[src/design/gfba_ram.sv]
module gfba_ram #(
  parameter int WIDTH = 10,
  parameter int DEPTH = 128
) (
  input  logic                     clk,
  input  logic                     we,
  input  logic [$clog2(DEPTH)-1:0] waddr,
  input  logic [WIDTH-1:0]         wdata,
  input  logic [$clog2(DEPTH)-1:0] raddr,
  output logic [WIDTH-1:0]         rdata
);

  logic [WIDTH-1:0] mem [DEPTH];

  always_ff @(posedge clk) begin
    if (we) begin
      mem[waddr] <= wdata;
    end
    rdata <= mem[raddr];
  end

endmodule

[config.mk]
export PLATFORM = sky130hd
export DESIGN_NAME = gfba_ram
export DESIGN_NICKNAME = d
export VERILOG_FILES = /design/src/design/gfba_ram.sv
export SDC_FILE = /design/constraint.sdc
export NUM_CORES = 1
export LEC_CHECK = 0
export ABC_AREA = 1
export BUFFER_PORTS_ARGS = -buffer_cell sky130_fd_sc_hd__buf_2
export CORE_ASPECT_RATIO = 1.25
export CORE_MARGIN = 5
export CORE_UTILIZATION = 25
export CTS_BUF_LIST = sky130_fd_sc_hd__clkbuf_2 sky130_fd_sc_hd__clkbuf_4 sky130_fd_sc_hd__clkbuf_8
export CTS_CLUSTER_DIAMETER = 40
export CTS_CLUSTER_SIZE = 30
export DETAILED_ROUTE_END_ITERATION = 8
export SYNTH_ARGS = -nofsm -noshare
export SYNTH_HDL_FRONTEND = slang
export SYNTH_SLANG_ARGS = --single-unit
[constraint.sdc]
create_clock -name clk -period 3.4 [get_ports clk]
set_input_delay 0.17 -clock clk [delete_from_list [all_inputs] [get_ports clk]]
set_output_delay 0.17 -clock clk [all_outputs]
set_load 0.1 [all_outputs]
# ---- Word level (Yosys, flattened, before mapping)
# Memory sizes are Yosys's and may differ from the RTL's. A register that Yosys moved wholly into a read port is not among the register bits.
# Cells that the tools add are included.
dict set report word_totals {
  regBits 0
  ram_bits 1280
  inputBits 26
  output_inout_bits 10
  memories 1
}
# memory words width rd rd_clocked_by_memory_dff wr line_no
set mem_list {}
lappend mem_list {mem 128 10 1 1 1 13} ;# logic [WIDTH-1:0] mem [DEPTH];
dict set report classes {
  muxes 2
}
# op count
set op_table {}
lappend op_table {{$mux W1} 2}

# ---- Longest topological paths before layout
dict set report logic_depth {
  ltp_word 2
  depth_mapped 13
  mapped_depth_nobuf 11
}

# ---- Least setup slack after synthesis
# Ideal clock, no wire load.
dict set report synth_path {
  path_type {input to register}
  start {input we}
  end {memory mem[127][1], enable pin}
  setup_time_ps 376
  arrival_ps 1238
  path_slack_ps 1785
  cell_stages 4
  cell_sequence {clkbuf_1 -> nand2_1 -> clkbuf_1 -> nor2_1}
}
dict set report synth_via {
  elab_chain_len 2
}
# element line_no
set synth_lines {}
lappend synth_lines {{start, declared} 6} ;# input logic we,
lappend synth_lines {{$mux W1} 16} ;# if (we) begin
lappend synth_lines {{$mux W1 (implied by the code)} 17} ;# mem[waddr] <= wdata;
lappend synth_lines {{end, declared} 13}
# Every way passes these cells.

==> summary by stage <==
Route
For this run, the detailed router's first-pass iteration total came to 6. In the routed design, unresolved DRC markers number 0. In this run the remaining antenna-violating nets after routing total 0. The starting DRC count in detailed routing is 3247. The total via count in the routed design is between 30000 and 40000.

In the routed layout, each cell is associated on average with a via count of 4.643. The wire length per cell after detailed routing is just under 20 um. The routed wire length is between 100000 and 150000 um.

Critical path
The critical register-to-register path endpoint is rdata[3]. The worst setup path is captured at a register. Of all nets on the critical path, the largest fanout is 1. The required time of the critical path is between 4 and 5 ns. The depth of the worst register-to-register path is 11.

By startpoint and endpoint, the worst setup path is classified as register to register. At the worst endpoint, the arrival time is 2.83 ns. The reg-to-reg critical path startpoint is mem[75][3].

The worst setup path is launched from a register. The launch point of the worst path is mem[75][3]. The capturing instance or port of the critical path is rdata[3]. The setup slack of the most critical reg-to-reg path is between 1 and 1.5 ns.

Placed design
The last weighted congestion value of the routability-driven placer is 0.8634. Detailed placement finished with a half-perimeter wire length of 84180 um. During placement, the flow inserted port buffers numbering 35. Before CTS, the worst setup slack after placement is 0.6931 ns. The post-placement cell area is 56350 um^2.

Synthesis
Counting distinct cell types in the post-synthesis netlist gives 14. The synthesized design contains 1290 register bits. The synthesized-area fraction occupied by ao, oa, aoi and oai cells is 0. The largest area contributor in the netlist is sky130_fd_sc_hd__edfxtp_1. The number of nets in the synthesized netlist is 4445.

The simple-gate portion of the synthesized area is 0.2307. The synthesized-area fraction occupied by xor and xnor cells is 0. The cell count after synthesis is 4419.

The multiplexer fraction of the synthesized cell area is 0. After synthesis, the largest family of logic cells by area is simple AND/OR/NAND/NOR gates. Yosys printed 0 warnings. Summing every instance area after synthesis gives ~52000 um^2. The top cell type's share of synthesized area is 0.7362. The mean area per synthesized cell is 11.81 um^2. After synthesis, the cell types taking the most area are sky130_fd_sc_hd__edfxtp_1, sky130_fd_sc_hd__nand3_1, sky130_fd_sc_hd__nand2_1. The share of synthesized cell area in full adder, half adder and majority cells is 0. The share of synthesized area occupied by flip-flops and latches is 0.7401.

Layout
The ratio of cells with drive above 1 in the final layout is 0.09833. Measured on the finished design, the core utilization comes to 0.2852. The number of nets in the layout is 4535. The area added between synthesis and finish is 13.51%.

The cell area after layout is 59260 um^2. Leaving out fill and tap cells, the most frequent cell in the layout is sky130_fd_sc_hd__nand2_1. Leaving out fill and tap cells, the most frequent cells in the layout are sky130_fd_sc_hd__nand2_1, sky130_fd_sc_hd__edfxtp_1, sky130_fd_sc_hd__nand3_1, sky130_fd_sc_hd__buf_4, sky130_fd_sc_hd__nor2_1.

Pwr
VDD sags by at most 0.2644 mV. The power per cell area is 507.8 nW/um^2. The leakage component of the power is 20.45 nW.

Clocking
The clock insertion delay at the later pin of the skew report is 0.84 ns. The maximum number of buffers from clock root to sink is 3. The number of clock buffers inserted by TritonCTS is ~110. Clock-pin slew was measured on the worst setup and hold paths at 0.12 ns.

CTS placed an instance of sky130_fd_sc_hd__clkbuf_8 at the clock tree root. The clock net sink count is 1290. TritonCTS built the clock tree. The CTS H-tree depth is 3. The number of setup buffers added after CTS is 0.

Min path
In this run the worst hold path is classified as primary input to register.

Global route
Global routing finished with a remaining overflow of 0. The met1 layer usage reported by global route is 0.1562. For met3 alone, demand over resource in global routing was 0.01761. The overall track demand over capacity in global routing is 0.1267. For this run, global-route usage on met2 was measured as 0.2215.

The initial antenna violation count is 2. The largest net degree at the start of global routing is between 150 and 200. The layer flagged by global routing as most heavily used is met2.

The number of global-route vias before repair is 33090. The wire length of the first global-routing pass is 213000 um.

Timing
Hold timing on the final database bottoms out at a slack of about 0.12 ns. Adding up every negative setup slack in the final design gives 0 ns. Setup slack closes at 1.314 ns. Setup repair after global routing left no endpoint under its margin. The total of endpoints with negative setup slack in the final report is 0.

Subtracting the final worst setup slack from the clock period gives 2.086 ns. The upper clock frequency limit is 479.5 MHz. For the pin with the worst max-slew slack, the measured transition is 1.092 ns.

Dividing the final minimum period by the clock period gives 0.6134. The worst clock skew is 0.05635 ns. The max-slew violation count is 0. Measured against its own limit, the worst slew margin works out to 0.2690.

The number of failing hold endpoints at the final stage is 0.

Floorplanning
The total area inside the core boundary comes to roughly 210000 um^2. The number of core rows is 187. From left edge to right edge, the die measures between 400 and 500 um. In this run the count of I/O pins placed on the die edge is 36.

The die area is 218100 um^2. The y dimension of the die is 520.9 um. The initial utilization of the core area, before any placement, comes to 0.2513.

Job
The total of max-cap violations is 0.

Status
The flow ran to the end, and the final reports show no timing, DRC or antenna violations.
-- power by group --
group / internal (mW) / switching [mW]
Combinational: 0.528 / 1.69
Clock: 4.30 / 6.01
Sequential: 17.5 / 0.0345
-- metrics by stage --
step	instances	total power [mW]
after CTS	7347	30.32
after detailed placement	7115	20.13
after global placement	7115	20.11
final	7349	30.09
after floorplan	4419	19.14
after global routing	7348	31.11
-- Yosys cell counts --
master and count:
sky130_fd_sc_hd__buf_2 197, sky130_fd_sc_hd__nand2_1 1513, sky130_fd_sc_hd__nor2_1 134, sky130_fd_sc_hd__clkbuf_1 48, sky130_fd_sc_hd__inv_1 19, sky130_fd_sc_hd__edfxtp_1 1280, sky130_fd_sc_hd__buf_1 13, sky130_fd_sc_hd__dfxtp_1 10
sky130_fd_sc_hd__buf_4 28, sky130_fd_sc_hd__buf_6 1, sky130_fd_sc_hd__inv_2 4, sky130_fd_sc_hd__clkinv_1 1, sky130_fd_sc_hd__nand3_1 1163, sky130_fd_sc_hd__nor3_1 8
-- layer usage --
layer  vias to the layer above  routed length, um
met4                         0               6803
met3                       276               8116
met5                         -                  0
li1                      15740                  -
met1                     16890              55750
met2                      1215              71680
-- worst min-delay path by stage --
stage                     end     start  slack, ns  cells past startpoint
CTS                  rdata[6]  raddr[2]       0.04                      9
floorplan           mem[0][0]  wdata[0]       0.27                      0
global placement     rdata[3]  raddr[6]       0.66                      3
detailed placement   rdata[6]  raddr[6]       0.63                      3
global route         rdata[6]  raddr[2]       0.12                      9
finish               rdata[6]  raddr[2]       0.12                      9
-- registers in the layout, indices dropped and copies added (netlist names) --
register / cells
rdata: 10
mem: 1280
-- cell type report --
type	instances	area, um^2
antenna	2	5.005
clock buffer	119	1607
clock inverter	93	1104
fill	21090	148500
inverter	24	110.1
multi-input combinational	2818	12040
sequential	1290	38640
tap	2740	3428
timing repair buffer	263	2328
-- worst max-delay path, cell delays in order (launching register included) --
cell and delay (ns):
sky130_fd_sc_hd__edfxtp_1 0.37, sky130_fd_sc_hd__nand2_1 0.08, sky130_fd_sc_hd__nand3_1 0.09, sky130_fd_sc_hd__nand3_1 0.17, sky130_fd_sc_hd__nand3_1 0.17, sky130_fd_sc_hd__nand2_1 0.19, sky130_fd_sc_hd__nand2_1 0.08, sky130_fd_sc_hd__nand3_1 0.12
sky130_fd_sc_hd__nand2_1 0.06, sky130_fd_sc_hd__nand2_1 0.05, sky130_fd_sc_hd__dlygate4sd3_1 0.54, sky130_fd_sc_hd__nand2_1 0.05
-- what timing repair did --
item                                   4_1_cts  5_1_grt
resized for setup                            0        0
endpoints found under the hold margin      558        0
hold buffers                                20        0
-- kinds of logic after synthesis --
kind of cell           after synthesis
flip-flops                        1290
AND/OR/NAND/NOR                   2818
buffers and inverters              311
(Power assumes the default switching activity.)
