## src/design/gfba_pkg.sv

```systemverilog
package gfba_pkg;

  localparam int GROUP_SIZE  = 100;
  localparam int BLOCK_COUNT = 1024;

  localparam int GROUP_WORDS = GROUP_SIZE + 1;
  localparam int STORE_DEPTH = BLOCK_COUNT * GROUP_WORDS;

  localparam int NUM_W    = 10;
  localparam int STATUS_W = 2;
  localparam int CNT_W    = $clog2(GROUP_SIZE + 1);
  localparam int STACK_AW = $clog2(GROUP_SIZE);
  localparam int STORE_AW = $clog2(STORE_DEPTH);

  localparam logic CMD_ALLOC = 1'b0;
  localparam logic CMD_FREE  = 1'b1;

  localparam logic [STATUS_W-1:0] ST_GRANTED  = 2'd0;
  localparam logic [STATUS_W-1:0] ST_NO_SPACE = 2'd1;
  localparam logic [STATUS_W-1:0] ST_FREED    = 2'd2;

  typedef struct packed {
    logic                stack_we;
    logic [STACK_AW-1:0] stack_waddr;
    logic [NUM_W-1:0]    stack_wdata;
    logic [STACK_AW-1:0] stack_raddr;
    logic                group_we;
    logic [STORE_AW-1:0] group_waddr;
    logic [NUM_W-1:0]    group_wdata;
    logic [STORE_AW-1:0] group_raddr;
  } mem_req_t;

  typedef struct packed {
    logic                load;
    logic [NUM_W-1:0]    granted_block;
    logic [STATUS_W-1:0] status;
  } result_t;

  // first word of the group kept under a block
  function automatic logic [STORE_AW-1:0] group_base(input logic [NUM_W-1:0] num);
    return STORE_AW'((32'(num) % BLOCK_COUNT) * GROUP_WORDS);
  endfunction

endpackage

```

## src/design/gfba_ifs.sv

```systemverilog
interface gfba_req_if;
  logic                         valid;
  logic                         ready;
  logic                         cmd;
  logic [gfba_pkg::NUM_W-1:0]   block_number;

  modport source (output valid, output cmd, output block_number, input ready);
  modport sink   (input valid, input cmd, input block_number, output ready);
endinterface


```

## src/design/gfba_ctrl.sv

```systemverilog
module gfba_ctrl (
  input  logic                        clk,
  input  logic                        rst,
  gfba_req_if.sink                    req,
  input  logic                        out_free,
  input  logic [gfba_pkg::NUM_W-1:0]  stack_rdata,
  input  logic [gfba_pkg::NUM_W-1:0]  group_rdata,
  output gfba_pkg::mem_req_t          mem,
  output gfba_pkg::result_t           res
);

  localparam logic [2:0] S_IDLE    = 3'd0;
  localparam logic [2:0] S_FREE    = 3'd1;
  localparam logic [2:0] S_SPILL   = 3'd2;
  localparam logic [2:0] S_ALLOC   = 3'd3;
  localparam logic [2:0] S_REF_CNT = 3'd4;
  localparam logic [2:0] S_REFILL  = 3'd5;
  localparam logic [2:0] S_RESP    = 3'd6;

  localparam int CW = gfba_pkg::CNT_W;
  localparam int SA = gfba_pkg::STACK_AW;
  localparam int NW = gfba_pkg::NUM_W;
  localparam logic [SA-1:0] IDX_LAST = SA'(gfba_pkg::GROUP_SIZE - 1);
  localparam logic [CW-1:0] CNT_FULL = CW'(gfba_pkg::GROUP_SIZE);

  logic [2:0]                      state, state_next;
  logic [CW-1:0]                   count, count_next;
  logic [SA-1:0]                   idx, idx_next;
  logic [gfba_pkg::STORE_AW-1:0]   gaddr, gaddr_next;
  logic [NW-1:0]                   blk, blk_next;
  logic [NW-1:0]                   res_block, res_block_next;
  logic [gfba_pkg::STATUS_W-1:0]   res_status, res_status_next;
  logic [CW-1:0]                   cnt_dec;
  logic [gfba_pkg::STORE_AW-1:0]   base;

  assign req.ready = (state == S_IDLE);
  assign cnt_dec   = count - CW'(1);

  always_comb begin
    state_next      = state;
    count_next      = count;
    idx_next        = idx;
    gaddr_next      = gaddr;
    blk_next        = blk;
    res_block_next  = res_block;
    res_status_next = res_status;
    base            = gfba_pkg::group_base(blk);
    mem             = '0;
    mem.stack_raddr = cnt_dec[SA-1:0];
    res.load          = 1'b0;
    res.granted_block = res_block;
    res.status        = res_status;

    unique case (state)
      S_IDLE: begin
        // stack top read is issued here so an alloc sees it next cycle
        if (req.valid) begin
          blk_next = req.block_number;
          if (req.cmd == gfba_pkg::CMD_FREE) begin
            state_next = S_FREE;
          end else if (count == '0) begin
            res_block_next  = '0;
            res_status_next = gfba_pkg::ST_NO_SPACE;
            state_next      = S_RESP;
          end else begin
            state_next = S_ALLOC;
          end
        end
      end
      S_FREE: begin
        if (count == '0) begin
          // end-of-list sentinel
          mem.stack_we    = 1'b1;
          mem.stack_waddr = '0;
          mem.stack_wdata = '0;
          count_next      = CW'(1);
        end else if (count >= CNT_FULL) begin
          mem.group_we    = 1'b1;
          mem.group_waddr = base;
          mem.group_wdata = NW'(count);
          mem.stack_raddr = '0;
          gaddr_next      = base + gfba_pkg::STORE_AW'(1);
          idx_next        = '0;
          state_next      = S_SPILL;
        end else begin
          mem.stack_we    = 1'b1;
          mem.stack_waddr = count[SA-1:0];
          mem.stack_wdata = blk;
          count_next      = count + CW'(1);
          res_block_next  = '0;
          res_status_next = gfba_pkg::ST_FREED;
          state_next      = S_RESP;
        end
      end
      S_SPILL: begin
        mem.group_we    = 1'b1;
        mem.group_waddr = gaddr;
        mem.group_wdata = stack_rdata;
        mem.stack_raddr = idx + SA'(1);
        gaddr_next      = gaddr + gfba_pkg::STORE_AW'(1);
        idx_next        = idx + SA'(1);
        if (idx == IDX_LAST) begin
          // stack is empty now, the freed block goes to the bottom
          mem.stack_we    = 1'b1;
          mem.stack_waddr = '0;
          mem.stack_wdata = blk;
          count_next      = CW'(1);
          res_block_next  = '0;
          res_status_next = gfba_pkg::ST_FREED;
          state_next      = S_RESP;
        end
      end
      S_ALLOC: begin
        if (stack_rdata == '0) begin
          count_next      = '0;
          res_block_next  = '0;
          res_status_next = gfba_pkg::ST_NO_SPACE;
          state_next      = S_RESP;
        end else begin
          res_block_next  = stack_rdata;
          res_status_next = gfba_pkg::ST_GRANTED;
          count_next      = cnt_dec;
          if (cnt_dec == '0) begin
            mem.group_raddr = gfba_pkg::group_base(stack_rdata);
            gaddr_next      = gfba_pkg::group_base(stack_rdata) + gfba_pkg::STORE_AW'(1);
            state_next      = S_REF_CNT;
          end else begin
            state_next = S_RESP;
          end
        end
      end
      S_REF_CNT: begin
        if (group_rdata > NW'(gfba_pkg::GROUP_SIZE)) begin
          count_next = CNT_FULL;
        end else begin
          count_next = group_rdata[CW-1:0];
        end
        mem.group_raddr = gaddr;
        gaddr_next      = gaddr + gfba_pkg::STORE_AW'(1);
        idx_next        = '0;
        state_next      = S_REFILL;
      end
      S_REFILL: begin
        mem.stack_we    = 1'b1;
        mem.stack_waddr = idx;
        mem.stack_wdata = group_rdata;
        mem.group_raddr = gaddr;
        gaddr_next      = gaddr + gfba_pkg::STORE_AW'(1);
        idx_next        = idx + SA'(1);
        if (idx == IDX_LAST) begin
          state_next = S_RESP;
        end
      end
      S_RESP: begin
        if (out_free) begin
          res.load   = 1'b1;
          state_next = S_IDLE;
        end
      end
      default: begin
        state_next = S_IDLE;
      end
    endcase
  end

  always_ff @(posedge clk) begin
    if (rst) begin
      state <= S_IDLE;
      count <= '0;
    end else begin
      state <= state_next;
      count <= count_next;
    end
    idx        <= idx_next;
    gaddr      <= gaddr_next;
    blk        <= blk_next;
    res_block  <= res_block_next;
    res_status <= res_status_next;
  end

endmodule

```

## src/flat_wrapper.sv

```systemverilog
// flat-port wrapper written by rule: the top's interface ports become plain ports
module gfba_ctrl_flat 
  (clk, rst, out_free, stack_rdata, group_rdata, mem, res, req_valid, req_cmd, req_block_number, req_ready);
  gfba_req_if req_i ();
  input  logic clk;
  input  logic rst;
  input  logic out_free;
  input  logic [gfba_pkg::NUM_W-1:0] stack_rdata;
  input  logic [gfba_pkg::NUM_W-1:0] group_rdata;
  output gfba_pkg::mem_req_t mem;
  output gfba_pkg::result_t res;
  input wire logic [$bits(req_i.valid)-1:0] req_valid;
  input wire logic [$bits(req_i.cmd)-1:0] req_cmd;
  input wire logic [$bits(req_i.block_number)-1:0] req_block_number;
  output wire logic [$bits(req_i.ready)-1:0] req_ready;
  assign req_i.valid = req_valid;
  assign req_i.cmd = req_cmd;
  assign req_i.block_number = req_block_number;
  assign req_ready = req_i.ready;
  gfba_ctrl u_core (.clk(clk), .rst(rst), .req(req_i), .out_free(out_free), .stack_rdata(stack_rdata), .group_rdata(group_rdata), .mem(mem), .res(res));
endmodule
```

## config.mk

```make
export PLATFORM = sky130hd
export DESIGN_NAME = gfba_ctrl_flat
export DESIGN_NICKNAME = d
export VERILOG_FILES = /design/src/design/gfba_pkg.sv /design/src/design/gfba_ifs.sv /design/src/design/gfba_ctrl.sv /design/src/flat_wrapper.sv
export SDC_FILE = /design/constraint.sdc
export NUM_CORES = 1
export LEC_CHECK = 0
export BUFFER_PORTS_ARGS = -buffer_cell sky130_fd_sc_hd__buf_2
export CAP_MARGIN = 0
export CORE_MARGIN = 1
export CORE_UTILIZATION = 50
export DETAILED_ROUTE_END_ITERATION = 8
export PLACE_DENSITY = 0.76
export SLEW_MARGIN = 20
export SYNTH_ARGS = -nofsm -noshare
export SYNTH_HDL_FRONTEND = slang
export SYNTH_SLANG_ARGS = --single-unit
```

## constraint.sdc

```tcl
create_clock -name clk -period 6.3 [get_ports clk]
set_clock_uncertainty 0.1 [all_clocks]
set_input_delay 0.315 -clock clk [delete_from_list [all_inputs] [get_ports clk]]
set_output_delay 0.315 -clock clk [all_outputs]
set_load 0.01 [all_outputs]
```

* Word level (Yosys, flattened, before mapping)
Cells that the tools add are included.
Storage, ports and cells: memory bits (read-only) 0, output and inout bits 84, word-level logic and storage cells 105, register bits 56, RAM bits 0, memories 0, bits in latches 0
Cells by class: reductions and logical operators 17, $mul 2, $add $sub $neg 6, div/mod/pow operators 0, $lt $le $gt $ge 2, equality and inequality tests 19, bitwise operators 0, shift-type cells 0, multiplexer cells 52
Operator list (count):
- two-way mux 17 bit | 6
- two-way mux 10 bit | 7
- two-way mux 35 bit | 2
- one-hot mux 35 bit (2 select lines) | 1
- two-way mux 18 bit | 3
- one-hot mux 18 bit (3 select lines) | 1
- adder 17 x 1 -> 17 bit, second input constant | 3
- one-hot mux 17 bit (3 select lines) | 1
- two-way mux 7 bit | 7
- one-hot mux 10 bit (4 select lines) | 1
- multiplier 10 x 7 -> 17 bit, second input constant | 2
- one-hot mux 17 bit (2 select lines) | 1
- one-hot mux 7 bit (4 select lines) | 1
- two-way mux 3 bit | 8
- one-hot mux 7 bit (3 select lines) | 1
- one-hot mux 3 bit (6 select lines) | 1
- adder 7 x 1 -> 7 bit, second input constant | 2
- zero test 7 bit | 2
- two-way mux 2 bit | 7
- != test 2 bit, second input constant | 6
- > comparator 10 x 7 -> 1 bit, second input constant | 1
- zero test 10 bit | 1
- != test 2 x 1 -> 1 bit, second input constant | 5
- == test 3 bit, second input constant | 3
- other kinds (18) | 25

* Depth between registers and ports, before layout
Gate-level depths: netlist of the first run.
depth after elaboration 5, gate-level depth with buffers 18, mapped depth without buffers 17

* Worst setup path before layout of the first run
OpenSTA, ideal clock, no wires.
kind register to register, start register u_core.blk[1], end register u_core.gaddr[15] (netlist bit), data pin, required time 5929 ps, arrival time 4151 ps, path buffers 0, clock period less this slack 4523 ps, slack 1777 ps, stages on the path, launching flop included 16, cell sequence edfxtp_1 -> ha_1 -> inv_1 -> fa_1 -> inv_1 -> ha_1 -> fa_1 -> ha_1 -> o211ai_1 -> o21ai_2 -> a211oi_1 -> or3_4 -> or3_1 -> nor4_2 -> nand4b_1 -> xor2_1
On the way: word-level cells in the longest chain between the ends 5
RTL lines:
- start, declared | RTL line gfba_ctrl.sv:30 | logic [NW-1:0] blk, blk_next;
- start signal, assigned | RTL line gfba_ctrl.sv:176 | blk <= blk_next;
- multiplier 10 x 7 -> 17 bit | RTL line gfba_pkg.sv:41 | return STORE_AW'((32'(num) % BLOCK_COUNT) * GROUP_WORDS);
- adder 17 x 1 -> 17 bit | RTL line gfba_ctrl.sv:82 | gaddr_next = base + gfba_pkg::STORE_AW'(1);
- two-way mux 17 bit | RTL line gfba_ctrl.sv:77 | end else if (count >= CNT_FULL) begin
- two-way mux 17 bit | RTL line gfba_ctrl.sv:71 | if (count == '0) begin
- one-hot mux 17 bit (3 select lines) | RTL line gfba_ctrl.sv:54 | unique case (state)
- via u_core.gaddr_next (one bit) | RTL line gfba_ctrl.sv:29 | logic [gfba_pkg::STORE_AW-1:0] gaddr, gaddr_next;
- end signal, assigned | RTL line gfba_ctrl.sv:175 | gaddr <= gaddr_next;
- end, declared | RTL line gfba_ctrl.sv:29
The timed path passes the listed nets, and every way through them passes these cells. The select of a mux whose other input is x is not followed. A chain may end at the register's enable or synchronous reset.

* Worst setup path after layout of the first run
Ends and elaborated chain as after synthesis.

==> results by group, run 1 <==
Synthesis
  – Ys async rst share: 0
  – Syn Area/Cell: 8.402 µm²
  – Yosys top cell area share: 0.1851
  – Number of synthesized flops with an enable pin: 46
  – Cell taking the most area after synthesis: edfxtp_1
  – Post-Syn Area: about 7500 µm²
  – Post-Syn Nets: roughly 1,000
  – Seq/Total Area, Yosys: 0.2120
  – Synth Instances: 888
  – Synth Flop Type: edfxtp_1
  – Yosys warning count: 0
  – Synth cell types: 82
  – Top cells by area, synth: edfxtp_1 19%, ha_1 18%, fa_1 4.8%
  – Register bit total from synthesis: 56

Placement
  – RePlAce Congestion: roughly 0.90
  – Final HPWL from detailed placement: between 15,000 and 20,000 µm
  – Place WS: ~1.4 ns
  – Buffers on Ports: 118

CTS
  – # clock sinks: 56
  – Post-CTS sizing: 0
  – Clk_lat worst skew: ~0.32 ns
  – TritonCTS clock tree: done
  – Hold_buf cts: 0
  – Post-CTS Setup Inserts: 0
  – Root Buffer: clkbuf_16
  – H-tree depth: 2
  – Clock transition at path regs: about 0.08 ns
  – Total CTS buffers: 5
  – Clk buf depth: 2

Final layout
  – Sequential Area: ~1600 µm²
  – N_diodes: 0
  – Layout Nets: ~1,100
  – Synth-to-layout area growth: 10.45%
  – Multi-input gate area: about 5300 µm²
  – Layout fillers: about 1,400
  – Layout cell share with drive strength beyond 1: 0.1667

Timing
  – Tcrit/Tclk final: 0.7903
  – Setup TNS: 0 ns
  – Worst-margin pin slew: between 0.9 and 1 ns
  – Post-route setup slack: 1.321 ns
  – Final Setup Violations: 0
  – Hold Fails Final Rpt: 0
  – Relative slew slack: 0.3342
  – Fmax: around 200 MHz
  – RSZ-0062 raised after global routing: false
  – Slew Limit Fails: 0
  – Final Critical Period: around 5.0 ns

Floorplanning
  – Initial Utilization: 0.5133
  – Io pins: approximately 120
  – Die X: approximately 120 µm
  – Die Span Y: 124.2 µm
  – Die ar.: between 15,000 and 20,000 µm²
  – CORE AREA: between 10,000 and 15,000 µm²
  – # rows: 44

Setup path
  – Delay-heaviest family, CP: adder cells
  – Setup crit end kind: flop
  – WP buf/inv: 2
  – Most frequent CP cell: ha_1
  – CP startpoint kind: flop
  – Critical setup path kind: flop to flop
  – Critical Path RT: around 6.3 ns
  – Crit path cell chain: ha_1 -> inv_1 -> fa_1 -> inv_1 -> ha_1 -> fa_1 -> ha_1 -> o211ai_1 -> o21ai_2 -> a211oi_1 -> or3_4 -> or3_1 -> nor4_2 -> nand4b_1 -> xor2_1
  – Crit path largest cell delay: approximately 0.5 ns
  – CP max-delay cell: fa_1
  – Worst R2R Setup Slack: between 1 and 1.5 ns
  – Worst Path Arrival: between 4 and 5 ns
  – CP max FO: 9

Hold path
  – Min-delay worst type: input pin to flop

Routing
  – Vias/cell: 6.160
  – Drc violations: 0
  – Starting DRT DRC Count: between 600 and 700
  – Overall routed net length: 21,130 µm
  – ANT nets after route: 0
  – WL/cell: 18.18 µm
  – Vias: approximately 7,000
  – Drt pass-1 iters: 6

Global route
  – First-pass GRT wire length: around 33,000 µm
  – Global route overflow: 0
  – Largest net degree at the start of global routing: 31
  – Vias in the first global route: approximately 6,500
  – Overall fraction of global-route tracks in use: 0.2791
  – Initial antenna violation count: 0

Job
  – Max_cap viols: 0

Status
  – Status: finished, final reports clean
## metal layers
metal  GRT usage  part of all wire
met2      0.4634              0.47
met1      0.3740              0.44
met4     0.07664             0.016
met5           0                 0
met3     0.04396             0.072
## layout by cell type, fill, tap and decap left out, types with 4 or more instances in the layout
| master | n |
|---|---|
| nand2_1 | 76 |
| nor3_1 | 22 |
| or3_1 | 10 |
| buf_4 | 10 |
| nor4_1 | 4 |
| a21o_1 | 9 |
| edfxtp_1 | 46 |
| xnor2_1 | 22 |
| o211ai_1 | 8 |
| a21oi_1 | 51 |
| o22ai_1 | 11 |
| fa_1 | 18 |
| nand2b_1 | 7 |
| a32o_1 | 4 |
| or2_2 | 4 |
| dfxtp_1 | 9 |
| a311oi_1 | 6 |
| inv_1 | 70 |
| a31oi_1 | 9 |
| ha_1 | 107 |
| nor2_1 | 85 |
| a211oi_1 | 12 |
| nand4_1 | 5 |
| nand3_1 | 25 |
| o31ai_1 | 4 |
| mux2i_1 | 10 |
| nor2b_1 | 11 |
| and2_1 | 6 |
| buf_2 | 118 |
| xor2_1 | 21 |
| and3_1 | 9 |
| nor3b_1 | 5 |
| o21ai_0 | 48 |
| a22o_1 | 32 |
| clkbuf_16 | 5 |
## per-stage QoR
step             util  cell area (µm²)  std cells  hold WS, ns
2_1_floorplan       -             7461        888       0.3139
3_3_place_gp   0.5546             8060       1153       0.3921
3_5_place_dp   0.5551             8068       1154       0.3943
4_1_cts        0.5670             8240       1162      0.06728
5_1_grt        0.5670             8240       1162      0.06581
6_report       0.5670             8240       1162      0.07155
## path summary, 6_finish.rpt
kind                 endpoint  cells past startpoint                start
max          u_core.gaddr[15]                     15        u_core.blk[1]
max reg2reg  u_core.gaddr[15]                     15        u_core.blk[1]
min reg2reg   u_core.count[1]                      2      u_core.count[1]
min             u_core.blk[3]                      1  req_block_number[3]
## area by class of cell
| type | instances | share of cell area |
|---|---|---|
| Multi-Input combinational cell | 714 | 0.6455 |
| Inverter | 72 | 0.03280 |
| Tap cell | 184 | 0.02794 |
| Clock buffer | 5 | 0.01518 |
| Clock inverter | 3 | 0.005770 |
| Timing Repair Buffer | 128 | 0.08078 |
| Sequential cell | 56 | 0.1921 |
## logic make-up (layout without fill, tap and decap cells)
| kind of cell | after synthesis | count (layout) | synth area share |
|---|---|---|---|
| simple gates | 293 | 293 | 0.1930 |
| fa+ha+maj | 125 | 125 | 0.2277 |
| xor+xnor | 43 | 43 | 0.05048 |
| flops | 56 | 56 | 0.2120 |
| buf+inv | 118 | 208 | 0.07597 |
| mux | 12 | 12 | 0.01644 |
| compound gates | 241 | 241 | 0.2244 |
## registers in the layout, indices dropped and copies added, names as in the netlist
name,flops
u_core.gaddr,17
u_core.blk,10
u_core.res_block,10
u_core.count,7
u_core.idx,7
u_core.state,3
u_core.res_status,2
## synth_stat cells (all sizes together) (4+ instances only)
library cell / n
a211oi: 13
edfxtp: 46
clkbuf: 33
nor3: 22
a221oi: 4
fa: 18
a22o: 32
o22ai: 11
mux2i: 10
xor2: 21
nor2b: 11
nor4: 6
nand3: 25
o21ai: 51
or3: 11
a21oi: 51
and2: 8
o211ai: 9
a32o: 4
xnor2: 22
or2: 5
nor3b: 5
nand4: 5
a31oi: 10
or4: 4
a311oi: 6
buf: 13
nand2: 76
o31ai: 4
nand2b: 7
dfxtp: 10
inv: 72
a21o: 10
ha: 107
nor2: 85
and3: 10
Power of run 1 is left out: the tool's default activity adds up to more than one toggle a clock period on the data nets, which glitch-free logic cannot reach.
==> inputs of run 2 (changes only) <==
--- a/config.mk
+++ b/config.mk
@@ -10,7 +10,7 @@
 export CORE_MARGIN = 1
 export CORE_UTILIZATION = 50
 export DETAILED_ROUTE_END_ITERATION = 8
-export PLACE_DENSITY = 0.76
+export PLACE_DENSITY = 0.79
 export SLEW_MARGIN = 20
 export SYNTH_ARGS = -nofsm -noshare
 export SYNTH_HDL_FRONTEND = slang
==> constraint.sdc (replaced) <==
create_clock -name clk -period 4 [get_ports clk]
set_clock_uncertainty 0.1 [all_clocks]
set_input_delay 0.2 -clock clk [delete_from_list [all_inputs] [get_ports clk]]
set_output_delay 0.2 -clock clk [all_outputs]
set_load 0.01 [all_outputs]
==> results by group, run 2 (synthesized netlist as in run 1, its figures left out) <==
Routing
  – Overall routed net length: ~28,000 µm
  – Vias: 8,510
  – Drt pass-1 iters: 6
  – Vias/cell: about 6.6
  – Starting DRT DRC Count: between 1,000 and 1,500
  – WL/cell: 21.36 µm
  – ANT nets after route: 0
  – Drc violations: 0

Floorplanning
  – Io pins: about 120
  – Initial Utilization: 0.5133
  – Die ar.: between 15,000 and 20,000 µm²
  – Die X: around 120 µm
  – # rows: between 40 and 50
  – CORE AREA: about 15,000 µm²
  – Die Span Y: 124.2 µm

Setup path
  – Crit path cell chain: buf_6 -> ha_2 -> inv_2 -> fa_1 -> inv_1 -> ha_1 -> fa_1 -> ha_4 -> nand2_2 -> a211oi_4 -> or3_4 -> a31oi_2 -> a211o_1 -> nor4_4 -> nand4b_1 -> xor2_1
  – Setup crit end kind: flop
  – Critical setup path kind: flop to flop
  – CP startpoint kind: flop
  – Reg2Reg Depth: 16
  – Critical Path RT: 3.97 ns
  – WP buf/inv: 3
  – Worst Path Arrival: ~4.7 ns
  – Most frequent CP cell: fa_1
  – CP max-delay cell: fa_1
  – Delay-heaviest family, CP: adder cells
  – Levels on crit path: 16
  – CP max FO: 4
  – Crit path largest cell delay: 0.54 ns

Timing
  – Final Setup Violations: 20
  – Fmax: around 210 MHz
  – Setup TNS: -9.412 ns
  – Final Critical Period: approximately 4.7 ns
  – Worst-margin pin slew: around 0.98 ns
  – Post-route setup slack: -0.7255 ns
  – Relative slew slack: 0.3408
  – RSZ-0062 raised after global routing: true
  – Slew Limit Fails: 0
  – Final hold slack: 0.1329 ns
  – Tcrit/Tclk final: 1.181
  – Hold Fails Final Rpt: 0

Placement
  – Buffers on Ports: about 120
  – Final HPWL from detailed placement: approximately 18,000 µm
  – RePlAce Congestion: roughly 0.95
  – Place WS: -0.5498 ns

Final layout
  – Layout cell share with drive strength beyond 1: 0.3285
  – Most flop-heavy register: u_core.gaddr
  – N_diodes: 0
  – Commonest non-fill, non-tap cell in the layout: buf_4
  – Max FFs per register: 17
  – Final Core Density: 0.6754
  – Most frequent cells in the layout: 116 x buf_4, 113 x buf_2, 85 x ha_1
  – Synth-to-layout area growth: 31.58%
  – Layout Nets: approximately 1,300
  – Top flop regs: u_core.gaddr: 17 flops, u_core.blk: 10 flops, u_core.res_block: 10 flops

Global route
  – Initial antenna violation count: 0
  – Vias in the first global route: 7,647
  – Global route overflow: 0
  – Largest net degree at the start of global routing: 39
  – First-pass GRT wire length: between 30,000 and 40,000 µm
  – Overall fraction of global-route tracks in use: 0.3242

CTS
  – # clock sinks: 56
  – Root Buffer: clkbuf_16
  – Clock transition at path regs: approximately 0.080 ns
  – Clk buf depth: 2
  – H-tree depth: 2
  – TritonCTS clock tree: done
  – Total CTS buffers: 5
  – Clk_lat worst skew: between 0.3 and 0.4 ns

Status
  – Failing checks: negative setup slack
  – Status: finished with violations

Hold path
  – Min-delay worst type: input pin to flop
  – Hold depth: 2

Job
  – Max_cap viols: 0
==> run 2: cell count changes in the layout (fill, tap and decap cells not counted), moves of 10 or more <==
cell           delta
inv_1            -12
o21ai_0          -10
ha_1             -22
inv_2            +11
buf_4           +106
dlygate4sd3_1    +10
ha_4             +17
buf_6            +15
==> run 2: metal layers <==
metal,up-vias,global-route usage,part of all wire
met4,0,0.1622,0.070
met3,194,0.05678,0.11
met2,687,0.5435,0.46
met1,3950,0.3984,0.36
li1,3679,-,-
met5,-,0,0
==> run 2: final timing paths <==
| check | from | endpoint | slack [ns] |
|---|---|---|---|
| max | u_core.blk[1] | u_core.gaddr[15] | -0.73 |
| min | rst | u_core.count[4] | 0.13 |
| max reg2reg | u_core.blk[1] | u_core.gaddr[15] | -0.73 |
| min reg2reg | u_core.count[1] | u_core.count[1] | 0.55 |
==> run 2: worst register-to-register path: stages (launching register included) <==
cell,delay (ns)
edfxtp_1,0.43
buf_6,0.13
ha_2,0.24
inv_2,0.06
fa_1,0.54
inv_1,0.07
ha_1,0.33
fa_1,0.49
ha_4,0.33
nand2_2,0.08
a211oi_4,0.30
or3_4,0.23
a31oi_2,0.12
a211o_1,0.30
nor4_4,0.39
nand4b_1,0.16
xor2_1,0.18
==> run 2: metrics by stage <==
step | cells | cell area, µm²
after CTS | 1280 | 9533
final | 1289 | 9817
after global placement | 1249 | 8856
after global routing | 1289 | 9817
after detailed placement | 1249 | 8856
after floorplan | 888 | 7542
==> run 2: layout make-up <==
cell class	instances	area, µm²
multi-input combinational	714	5861
fill	1053	4717
timing repair buffer	255	1720
sequential	56	1583
inverter	72	272.8
tap	184	230.2
clock buffer	5	125.1
clock inverter	3	25.02
==> run 2: what timing repair did <==
item / in CTS / in global routing
setup endpoints to repair: 20 / 21
setup buffers: 13 / 11
hold buffers: 10 / 0
endpoints found under the hold margin: 10 / 0
gates resized for setup: 74 / 46
pin swaps: 35 / 27
Power of run 2 is left out for the same reason.
